`src/rtl/core/oil_pkg.sv`:
```
`default_nettype none

package oil_pkg;

  typedef enum logic [3:0] {
    CMD_PUSH_TOP    = 4'd0,
    CMD_PUSH_BOTTOM = 4'd1,
    CMD_INSERT_AT   = 4'd2,
    CMD_POP_TOP     = 4'd3,
    CMD_POP_BOTTOM  = 4'd4,
    CMD_POP_AT      = 4'd5,
    CMD_REMOVE_ID   = 4'd6,
    CMD_FIND        = 4'd7,
    CMD_MOVE_UP     = 4'd8,
    CMD_MOVE_DOWN   = 4'd9,
    CMD_READ_AT     = 4'd10
  } cmd_t;

  typedef enum logic [1:0] {
    STAT_OK    = 2'd0,
    STAT_NONE  = 2'd1,
    STAT_FULL  = 2'd2,
    STAT_RANGE = 2'd3
  } status_t;

  typedef enum logic [2:0] {
    S_IDLE,
    S_SEARCH,
    S_INSERT,
    S_REMOVE,
    S_SWAP_RD,
    S_SWAP_WB,
    S_SWAP_WA,
    S_READ
  } state_t;

  typedef struct packed {
    logic [3:0]  command;
    logic [31:0] window_id;
    logic [3:0]  position;
  } oil_in_t;

  typedef struct packed {
    logic [1:0]  status;
    logic [3:0]  found_position;
    logic [31:0] id_out;
    logic [4:0]  entry_count;
  } oil_out_t;

endpackage

`default_nettype wire

```
`src/rtl/core/ordered_id_list_unit.sv`:
```
// Rejected commands answer in the cycle after start; read_at does one memory read.
// find, insert and the pops walk the list one entry at a time; remove_id searches
// and then shifts; moves search and then swap. One command at a time; the single
// read and single write port of the entry memory set the pace (one entry a cycle).
// Reset: synchronous rst_n clears the count and control; the memory holds
// stale data and needs no clearing pass. Results are strobed, never stalled.
`default_nettype none

module ordered_id_list_unit #(
  parameter int DEPTH    = 16,
  parameter int ID_WIDTH = 32
) (
  input  wire logic              clk,
  input  wire logic              rst_n,
  input  wire logic              start,
  output logic                   busy,
  input  wire oil_pkg::oil_in_t  in_item,
  output logic                   out_valid,
  output oil_pkg::oil_out_t      out_item
);

  import oil_pkg::*;

  localparam int IW = ID_WIDTH;
  localparam int AW = $clog2(DEPTH);
  localparam int CW = $clog2(DEPTH + 1);
  localparam int PW = (CW > 4) ? CW : 4;

  state_t          state_r, state_nxt;
  logic [3:0]      cmd_r, cmd_nxt;
  logic [IW-1:0]   id_r, id_nxt;
  logic [CW-1:0]   cnt_r, cnt_nxt;
  logic [CW-1:0]   p_r, p_nxt;
  logic [CW-1:0]   q_r, q_nxt;
  logic [CW-1:0]   idx_r, idx_nxt;
  logic            pend_r, pend_nxt;
  logic [CW-1:0]   pend_addr_r, pend_addr_nxt;
  logic            cap_r, cap_nxt;
  logic [IW-1:0]   idout_r, idout_nxt;
  logic            out_valid_r, out_valid_nxt;
  oil_out_t        out_r, out_nxt;

  logic            ram_we, ram_re;
  logic [AW-1:0]   ram_waddr, ram_raddr;
  logic [IW-1:0]   ram_wdata, ram_rdata;

  logic [IW-1:0]   in_id;
  logic [PW-1:0]   cnt_x, pos_x, p_sel;

  function automatic oil_out_t mk_out(status_t st, logic [CW-1:0] fp,
                                      logic [IW-1:0] id, logic [CW-1:0] cnt);
    oil_out_t o;
    o.status         = st;
    o.found_position = 4'(fp);
    o.id_out         = 32'(id);
    o.entry_count    = 5'(cnt);
    return o;
  endfunction

  assign in_id = IW'(in_item.window_id);
  assign cnt_x = PW'(cnt_r);
  assign pos_x = PW'(in_item.position);

  assign busy      = (state_r != S_IDLE);
  assign out_valid = out_valid_r;
  assign out_item  = out_r;

  oil_ram #(
    .DW    (IW),
    .AW    (AW),
    .DEPTH (DEPTH)
  ) u_ram (
    .clk   (clk),
    .we    (ram_we),
    .waddr (ram_waddr),
    .wdata (ram_wdata),
    .re    (ram_re),
    .raddr (ram_raddr),
    .rdata (ram_rdata)
  );

  always_ff @(posedge clk) begin
    if (!rst_n) begin
      state_r     <= S_IDLE;
      cnt_r       <= '0;
      pend_r      <= 1'b0;
      cap_r       <= 1'b0;
      out_valid_r <= 1'b0;
    end else begin
      state_r     <= state_nxt;
      cnt_r       <= cnt_nxt;
      pend_r      <= pend_nxt;
      cap_r       <= cap_nxt;
      out_valid_r <= out_valid_nxt;
    end
  end

  always_ff @(posedge clk) begin
    cmd_r       <= cmd_nxt;
    id_r        <= id_nxt;
    p_r         <= p_nxt;
    q_r         <= q_nxt;
    idx_r       <= idx_nxt;
    pend_addr_r <= pend_addr_nxt;
    idout_r     <= idout_nxt;
    out_r       <= out_nxt;
  end

  always_comb begin
    state_nxt     = state_r;
    cmd_nxt       = cmd_r;
    id_nxt        = id_r;
    cnt_nxt       = cnt_r;
    p_nxt         = p_r;
    q_nxt         = q_r;
    idx_nxt       = idx_r;
    pend_nxt      = pend_r;
    pend_addr_nxt = pend_addr_r;
    cap_nxt       = cap_r;
    idout_nxt     = idout_r;
    out_valid_nxt = 1'b0;
    out_nxt       = out_r;
    ram_we        = 1'b0;
    ram_waddr     = '0;
    ram_wdata     = '0;
    ram_re        = 1'b0;
    ram_raddr     = '0;
    p_sel         = '0;

    case (state_r)
      S_IDLE: begin
        if (start) begin
          cmd_nxt  = in_item.command;
          id_nxt   = in_id;
          pend_nxt = 1'b0;
          cap_nxt  = 1'b0;
          case (in_item.command)
            CMD_PUSH_TOP, CMD_PUSH_BOTTOM, CMD_INSERT_AT: begin
              if (in_item.command == CMD_PUSH_TOP) begin
                p_sel = '0;
              end else if (in_item.command == CMD_PUSH_BOTTOM) begin
                p_sel = cnt_x;
              end else begin
                p_sel = pos_x;
              end
              if (cnt_r == CW'(DEPTH)) begin
                out_valid_nxt = 1'b1;
                out_nxt = mk_out(STAT_FULL, '0, '0, cnt_r);
              end else if (p_sel > cnt_x) begin
                out_valid_nxt = 1'b1;
                out_nxt = mk_out(STAT_RANGE, '0, '0, cnt_r);
              end else begin
                p_nxt     = CW'(p_sel);
                idx_nxt   = cnt_r;
                state_nxt = S_INSERT;
              end
            end
            CMD_POP_TOP, CMD_POP_BOTTOM, CMD_POP_AT: begin
              if (in_item.command == CMD_POP_TOP) begin
                p_sel = '0;
              end else if (in_item.command == CMD_POP_BOTTOM) begin
                p_sel = cnt_x - PW'(1);
              end else begin
                p_sel = pos_x;
              end
              if (cnt_r == '0) begin
                out_valid_nxt = 1'b1;
                out_nxt = mk_out(STAT_NONE, '0, '0, cnt_r);
              end else if (p_sel >= cnt_x) begin
                out_valid_nxt = 1'b1;
                out_nxt = mk_out(STAT_RANGE, '0, '0, cnt_r);
              end else begin
                p_nxt     = CW'(p_sel);
                idx_nxt   = CW'(p_sel);
                state_nxt = S_REMOVE;
              end
            end
            CMD_REMOVE_ID, CMD_FIND, CMD_MOVE_UP, CMD_MOVE_DOWN: begin
              if (cnt_r == '0) begin
                out_valid_nxt = 1'b1;
                out_nxt = mk_out(STAT_NONE, '0, '0, cnt_r);
              end else begin
                idx_nxt   = '0;
                state_nxt = S_SEARCH;
              end
            end
            CMD_READ_AT: begin
              if (cnt_r == '0) begin
                out_valid_nxt = 1'b1;
                out_nxt = mk_out(STAT_NONE, '0, '0, cnt_r);
              end else if (pos_x >= cnt_x) begin
                out_valid_nxt = 1'b1;
                out_nxt = mk_out(STAT_RANGE, '0, '0, cnt_r);
              end else begin
                ram_re    = 1'b1;
                ram_raddr = AW'(in_item.position);
                p_nxt     = CW'(pos_x);
                state_nxt = S_READ;
              end
            end
            default: begin
              out_valid_nxt = 1'b1;
              out_nxt = mk_out(STAT_RANGE, '0, '0, cnt_r);
            end
          endcase
        end
      end

      S_SEARCH: begin
        if (idx_r < cnt_r) begin
          ram_re        = 1'b1;
          ram_raddr     = idx_r[AW-1:0];
          idx_nxt       = idx_r + CW'(1);
          pend_nxt      = 1'b1;
          pend_addr_nxt = idx_r;
        end else begin
          pend_nxt = 1'b0;
        end
        if (pend_r && ram_rdata == id_r) begin
          pend_nxt = 1'b0;
          cap_nxt  = 1'b0;
          case (cmd_r)
            CMD_FIND: begin
              out_valid_nxt = 1'b1;
              out_nxt   = mk_out(STAT_OK, pend_addr_r, '0, cnt_r);
              state_nxt = S_IDLE;
            end
            CMD_REMOVE_ID: begin
              p_nxt     = pend_addr_r;
              idx_nxt   = pend_addr_r;
              state_nxt = S_REMOVE;
            end
            CMD_MOVE_UP: begin
              if (pend_addr_r == '0) begin
                out_valid_nxt = 1'b1;
                out_nxt   = mk_out(STAT_RANGE, '0, '0, cnt_r);
                state_nxt = S_IDLE;
              end else begin
                p_nxt     = pend_addr_r;
                q_nxt     = pend_addr_r - CW'(1);
                state_nxt = S_SWAP_RD;
              end
            end
            CMD_MOVE_DOWN: begin
              if (pend_addr_r + CW'(1) >= cnt_r) begin
                out_valid_nxt = 1'b1;
                out_nxt   = mk_out(STAT_RANGE, '0, '0, cnt_r);
                state_nxt = S_IDLE;
              end else begin
                p_nxt     = pend_addr_r;
                q_nxt     = pend_addr_r + CW'(1);
                state_nxt = S_SWAP_RD;
              end
            end
            default: begin
              out_valid_nxt = 1'b1;
              out_nxt   = mk_out(STAT_RANGE, '0, '0, cnt_r);
              state_nxt = S_IDLE;
            end
          endcase
        end else if (!pend_r && !(idx_r < cnt_r)) begin
          out_valid_nxt = 1'b1;
          out_nxt   = mk_out(STAT_NONE, '0, '0, cnt_r);
          state_nxt = S_IDLE;
        end
      end

      // shift down from the bottom: read j-1, write it to j in the next cycle
      S_INSERT: begin
        if (pend_r) begin
          ram_we    = 1'b1;
          ram_waddr = pend_addr_r[AW-1:0];
          ram_wdata = ram_rdata;
        end
        if (idx_r > p_r) begin
          ram_re        = 1'b1;
          ram_raddr     = AW'(idx_r - CW'(1));
          pend_nxt      = 1'b1;
          pend_addr_nxt = idx_r;
          idx_nxt       = idx_r - CW'(1);
        end else if (!pend_r) begin
          ram_we        = 1'b1;
          ram_waddr     = p_r[AW-1:0];
          ram_wdata     = id_r;
          cnt_nxt       = cnt_r + CW'(1);
          out_valid_nxt = 1'b1;
          out_nxt   = mk_out(STAT_OK, p_r, '0, cnt_r + CW'(1));
          state_nxt = S_IDLE;
        end else begin
          pend_nxt = 1'b0;
        end
      end

      // first read captures the removed entry, later reads shift up by one
      S_REMOVE: begin
        if (pend_r) begin
          if (cap_r) begin
            idout_nxt = ram_rdata;
          end else begin
            ram_we    = 1'b1;
            ram_waddr = pend_addr_r[AW-1:0];
            ram_wdata = ram_rdata;
          end
        end
        if (idx_r < cnt_r) begin
          ram_re        = 1'b1;
          ram_raddr     = idx_r[AW-1:0];
          pend_nxt      = 1'b1;
          pend_addr_nxt = idx_r - CW'(1);
          cap_nxt       = (idx_r == p_r);
          idx_nxt       = idx_r + CW'(1);
        end else if (!pend_r) begin
          cnt_nxt       = cnt_r - CW'(1);
          out_valid_nxt = 1'b1;
          out_nxt   = mk_out(STAT_OK, p_r, idout_r, cnt_r - CW'(1));
          state_nxt = S_IDLE;
        end else begin
          pend_nxt = 1'b0;
          cap_nxt  = 1'b0;
        end
      end

      S_SWAP_RD: begin
        ram_re    = 1'b1;
        ram_raddr = q_r[AW-1:0];
        state_nxt = S_SWAP_WB;
      end

      S_SWAP_WB: begin
        ram_we    = 1'b1;
        ram_waddr = q_r[AW-1:0];
        ram_wdata = id_r;
        state_nxt = S_SWAP_WA;
      end

      S_SWAP_WA: begin
        ram_we        = 1'b1;
        ram_waddr     = p_r[AW-1:0];
        ram_wdata     = ram_rdata;
        out_valid_nxt = 1'b1;
        out_nxt   = mk_out(STAT_OK, q_r, '0, cnt_r);
        state_nxt = S_IDLE;
      end

      S_READ: begin
        out_valid_nxt = 1'b1;
        out_nxt   = mk_out(STAT_OK, p_r, ram_rdata, cnt_r);
        state_nxt = S_IDLE;
      end

      default: begin
        state_nxt = S_IDLE;
      end
    endcase
  end

endmodule

`default_nettype wire

```
`src/rtl/core/oil_ram.sv`:
```
`default_nettype none

module oil_ram #(
  parameter int DW    = 32,
  parameter int AW    = 4,
  parameter int DEPTH = 16
) (
  input  wire logic          clk,
  input  wire logic          we,
  input  wire logic [AW-1:0] waddr,
  input  wire logic [DW-1:0] wdata,
  input  wire logic          re,
  input  wire logic [AW-1:0] raddr,
  output logic      [DW-1:0] rdata
);

  logic [DW-1:0] mem [DEPTH];

  always_ff @(posedge clk) begin
    if (we) begin
      mem[waddr] <= wdata;
    end
  end

  always_ff @(posedge clk) begin
    if (re) begin
      rdata <= mem[raddr];
    end
  end

endmodule

`default_nettype wire

```
`config.mk`:
```
export PLATFORM = sky130hd
export DESIGN_NAME = ordered_id_list_unit
export DESIGN_NICKNAME = d
export VERILOG_FILES = /design/src/rtl/core/oil_pkg.sv /design/src/rtl/core/ordered_id_list_unit.sv /design/src/rtl/core/oil_ram.sv
export SDC_FILE = /design/constraint.sdc
export NUM_CORES = 1
export LEC_CHECK = 0
export BUFFER_PORTS_ARGS = -buffer_cell sky130_fd_sc_hd__buf_2
export CAP_MARGIN = 20
export CORE_ASPECT_RATIO = 1.75
export CORE_UTILIZATION = 35
export CTS_CLUSTER_SIZE = 16
export DETAILED_ROUTE_END_ITERATION = 6
export PLACE_DENSITY_LB_ADDON = 0.05
export SKIP_CTS_REPAIR_TIMING = 1
export SLEW_MARGIN = 20
export SYNTH_ARGS = -nofsm -noshare
export SYNTH_HDL_FRONTEND = slang
export SYNTH_SLANG_ARGS = --single-unit
```
`constraint.sdc`:
```
create_clock -name clk -period 9.39 [get_ports clk]
set_clock_uncertainty 0.05 [all_clocks]
set_input_delay 1.878 -clock clk [delete_from_list [all_inputs] [get_ports clk]]
set_output_delay 1.878 -clock clk [all_outputs]
set_load 0.05 [all_outputs]
```
# Yosys cells after proc, flatten, opt, wreduce, memory -nomap -nowiden
# Memories as Yosys holds them, arrays and structs flattened. A register that Yosys moved wholly into a read port is not among the register bits.
# Cells that the tools add are included.
# word_totals
memories	1
mem_bits_rw	512
reg_bits	141
# mem_list
name	words	width	read_ports	rd_ports_with_merged_regs	wr	line_no	text
u_ram.mem	16	32	1	1	1	oil_ram.sv:17	logic [DW-1:0] mem [DEPTH];
# classes
n_eq_ne	57
order_cmp	6
add_sub_neg	6
n_mux	141
reduce_logical	33
# op_table
operator	n
$mux 43	16
$pmux 43 s4	2
$pmux 43 s6	1
$mux 5	35
$mux 32	5
$pmux 32 s4	1
$pmux 5 s3	4
$mux 4	13
$mux 3	15
$ne 3x3->1 const B	13
$mux 1	33
$eq 32x32->1	1
$pmux 4 s4	2
$eq 4x3->1 const B	6
$ne 2x2->1 const B	11
$pmux 3 s7	1
$eq 4x4->1 const B	5
$ne 4x4->1 const B	5
$pmux 5 s2	2
$pmux 5 s4	1
$add 5x1->5 const B	3
$reduce_and 14->1	1
$reduce_and 13->1	1
$eq 3x3->1 const B	4
38 further kinds	62

# Longest topological paths before layout
# depth
word_depth	12
ltp_mapped	15
mapped_depth_nobuf	14

# Cells and area by module
# A second synthesis with hierarchy kept.
# hier_totals
cells_unflattened	1554
area_unflattened_um2	28122.0
# by_module_without_submodules
mod	cells_per_inst	seq_area_each_um2	area_per_inst_um2	n_inst
oil_ram	838	16335.7	20155.6	1
ordered_id_list_unit	716	4124.0	7966.4	1

# Worst setup path after synthesis
# Ideal clock, no wire load.
# synth_path
path_kind	input port to flip-flop
from	in in_item[38] in the netlist's numbering
to	reg out_r, in the netlist out_item[0], enable pin
cell_stages	12
setup_time_ns	0.444
slack_ns	2.898
t_arrival_ns	5.998
cell_sequence	clkbuf_1 nor3b_1 nor2b_1 a221oi_1 ha_1 a21o_1 a31oi_1 o211ai_1 a31oi_1 a31oi_1 nor2_1 nor2_1
# synth_via
elab_chain_cells	9
word_cells_on_any_way	31
# synth_lines
element	line_no	text
start, declared	ordered_id_list_unit.sv:17	input wire oil_pkg::oil_in_t in_item,
$eq 4x3->1 or $eq 4x1->1 (tied branches)	ordered_id_list_unit.sv:137, ordered_id_list_unit.sv:161, ordered_id_list_unit.sv:141	
$mux 5, on equally long branches	ordered_id_list_unit.sv:161, ordered_id_list_unit.sv:141	
$mux 5, on equally long branches	ordered_id_list_unit.sv:159, ordered_id_list_unit.sv:139	
$mux 5	ordered_id_list_unit.sv:137	case (in_item.command)
$mux 5	ordered_id_list_unit.sv:132	if (start) begin
$mux 5	ordered_id_list_unit.sv:130	case (state_r)
$ge 5x5->1 or $gt 5x5->1 (tied branches)	ordered_id_list_unit.sv:169, ordered_id_list_unit.sv:149	
$ne 4x4->1 (no source line)	-	
$reduce_and 14->1 (no source line) (*)	-	
end signal, assigned	ordered_id_list_unit.sv:106	out_r <= out_nxt;
end, declared	ordered_id_list_unit.sv:41	oil_out_t out_r, out_nxt;
# Mark *: on every way between the ends. The rest lies on a longest branch, timed or not. The select of a mux whose other input is x is not followed.
# A chain may end at the register's enable or synchronous reset.

# Worst setup path in the final report
# layout_path
from	in in_item[38] in the netlist's numbering
to	reg out_r, in the netlist out_item[9], enable pin
# The elaborated chain is that of the path after synthesis.

==> flow_metrics.py <==
metrics = {
    "logic_synthesis": {
        "synth_cell_type_count": 68,
        "netlist_area_sq_um": 28400,
        "synthSimpleGateAreaFrac_pct": 5.26,
        "yosysTopAreaCellShare_pct": 71.3,
        "synthAdderAreaFrac_pct": 1.59,
        "syn_inst": 1752,
        "syn_area_per_cell_sq_um": 16.2,
        "synth_mux_area_share_pct": 9.35,
        "synthesis.nets": 1831,
        "synthXorXnorAreaFrac_pct": 1.88,
        "yosys_warnings": 0,
        "ys_top_cells_by_count": "674 x edfxtp_1, 264 x mux2i_1, 131 x o22ai_1, 69 x a22o_1, 64 x nor2_1",
        "yosys.area.top_type": "edfxtp_1",
        "ys_seq_area_share_pct": 72.1,
        "synth_edf_count": 674,
        "ys.flop_type": "edfxtp_1",
        "synth-async-reset-ratio_pct": 0,
        "synthTopCellsByArea": "edfxtp_1 71%, mux2i_1 9.3%, o22ai_1 2.9%",
        "ys_ff_latch": 685,
        "yosysMostFrequentCell": "edfxtp_1",
        "synth_top_family_by_area": "multiplexers",
        "synth_compound_area_share_pct": 7.73,
    },
    "sta": {
        "grt_setup_unrepaired": "false",
        "worstMarginPinSlew_ns": 1.26,
        "report.final.slew_viol_count": 0,
        "whs_ns": 0.465,
        "fin_crit_ns": 5.83,
        "max_freq_mhz": 171,
        "hold_viol_final": 0,
        "relSlewSlack_pct": 15.7,
        "setup_violations": 0,
        "fin_setup_tns_ns": 0,
        "fin_crit_sh_pct": 62.1,
    },
    "placed_design": {
        "placed_cell_area_sq_um": 30100,
        "hpwlAfterDp_mm": 51.5,
        "place_congestion": 0.882,
        "port_buffers": 87,
    },
    "global_routing": {
        "grt_pass1_vias": 16419,
        "track_usage_pct": 22.5,
        "grt_max_degree": 127,
        "grt_pass1_wl_mm": 127,
        "overflow": 0,
        "antenna_found_initial": 3,
    },
    "pwr": {
        "leakage_uw": 0.0105,
        "clkPwrFrac_pct": 41.1,
        "seqPwrFrac_pct": 50.4,
        "switching_power_uw": 1670,
        "ir_worst_vdd_v": 0.000117,
        "combPwrFrac_pct": 8.5,
        "internal-power_uw": 5260,
        "p_per_area_nw_per_um2": 214,
        "switching_share_pct": 24.1,
    },
    "route": {
        "via_per_inst": 5.49,
        "route.detailed.wl_per_inst_um": 31.2,
        "drt_iter0_drc": 1453,
        "vias": 16215,
        "first_pass_iters": 5,
        "drc": 0,
        "drt-total-wl_mm": 92.1,
        "antenna_left": 0,
    },
    "layout": {
        "post-route-util_pct": 40.5,
        "syn_to_final_growth_pct": 14.3,
        "fillers": 7241,
        "fin_nets": 1934,
        "drive_gt1_share_pct": 14.4,
        "final_area_sq_um": 32500,
    },
    "die": {
        "rows": 137,
        "die_area_sq_um": 82300,
        "start_util_pct": 35.5,
        "ios": 88,
        "dieHeight_um": 379,
        "die_w_um": 217,
        "coreArea_sq_um": 80100,
    },
    "min_path": {
        "hp-start": "cap_r",
        "hold_path_class": "reg2reg",
    },
    "cts": {
        "cts.sinks": 685,
        "h-tree-depth": 3,
        "cts-root-buf": "clkbuf_16",
        "insertion_delay_ns": 0.64,
        "path_clk_slew_ns": 0.06,
        "clock_path_buffers": 3,
        "numCtsBuffers": 69,
        "cts_tree": "done",
    },
    "run": {
        "cap_violations": 0,
    },
    "critical_path": {
        "cp-start-kind": "input port",
        "timing.rr.start": "cnt_r[2]",
        "cp.arrival_ns": 6.05,
        "required_ns": 9.61,
        "endpoint_kind": "register",
        "crit_type": "in2reg",
        "critPathLaunch": "in_item[38]",
        "cp_max_fo": 27,
    },
    "outcome": {
        "outcome": "finished clean",
    },
}
-- flip-flops by register name (all words and copies together), names as in the netlist, 3 cells and up --
register,count
cmd_r,4
id_r,32
pend_addr_r,5
idx_r,5
p_r,5
idout_r,32
q_r,4
u_ram.mem,512
state_r,3
out_item,43
u_ram.rdata,32
cnt_r,5
-- worst paths after layout --
path	end	slack [ns]	cells after the start
min	cap_r	0.46	2
max reg2reg	u_ram.rdata[8]	4.35	10
min reg2reg	cap_r	0.46	2
max	out_item[9]	3.56	13
-- logic make-up after synthesis --
logic type	count (synthesis)
AO/OA/AOI/OAI	314
XOR/XNOR	61
adder cells (fa/ha/maj)	36
buffers and inverters	115
flip-flops	685
multiplexers	265
AND/OR/NAND/NOR	276
-- placed cells by master, fill, tap and decap left out, types with 18 or more instances in the layout --
cell type and n:
buf_4 37, inv_1 18, o22ai_1 131, ha_1 36, nand2_1 63, clkbuf_16 73, xnor2_1 33, nor3_1 18
edfxtp_1 674, a22o_1 69, xor2_1 28, buf_2 87, o21ai_0 19, a21oi_1 33, nor2_4 19, nor2_1 45
or4_1 36, mux2i_1 264
-- area by class of cell --
type,count,area (sq um),share of cell area (%)
flip-flops and latches,685,20500,63.0
multi-input cells,952,7550,23.3
clock buffers,83,1860,5.74
well taps,1042,1300,4.02
repair buffers,127,761,2.34
clock inverters,41,442,1.36
inverters,20,75.1,0.231
diodes,1,2.50,0.00771
-- metrics by stage --
step | std cells | total power (uW) | setup slack (ns)
after CTS | 2949 | 7010 | 3.70
after global routing | 2950 | 7130 | 3.31
after floorplan | 1752 | 3910 | 2.90
final | 2951 | 6930 | 3.56
after global placement | 2825 | 4150 | 3.03
after detailed placement | 2825 | 4150 | 3.03
-- power by group through the flow --
| stage | Clock, uW | Sequential [uW] | Combinational (uW) |
|---|---|---|---|
| after CTS | 2920 | 3490 | 592 |
| after global placement | 0 | 3560 | 586 |
| final | 2850 | 3490 | 587 |
| after detailed placement | 0 | 3560 | 590 |
| after floorplan | 0 | 3630 | 282 |
| after global routing | 3010 | 3500 | 622 |
-- metal layers --
| metal | wire length (um) | global-route usage, % | vias up | share of wire (%) |
|---|---|---|---|---|
| met3 | 3390 | 2.90 | 139 | 3.7 |
| li1 | - | - | 7203 | - |
| met4 | 3350 | 9.01 | 2 | 3.6 |
| met1 | 36400 | 26.3 | 8394 | 40 |
| met2 | 49000 | 41.4 | 477 | 53 |
| met5 | 11 | 0 | - | 0.012 |
-- critical path: stages --
cell      delay (ns)
buf_2           0.19
nor3b_1         0.90
nor2b_1         0.44
a221oi_1        0.22
ha_1            0.34
a21o_1          0.11
a31oi_1         0.07
o211ai_1        0.23
a31oi_1         0.11
a31oi_1         0.24
nor2_1          0.13
nor2_4          0.56
buf_4           0.58
(Power assumes the default switching activity.)
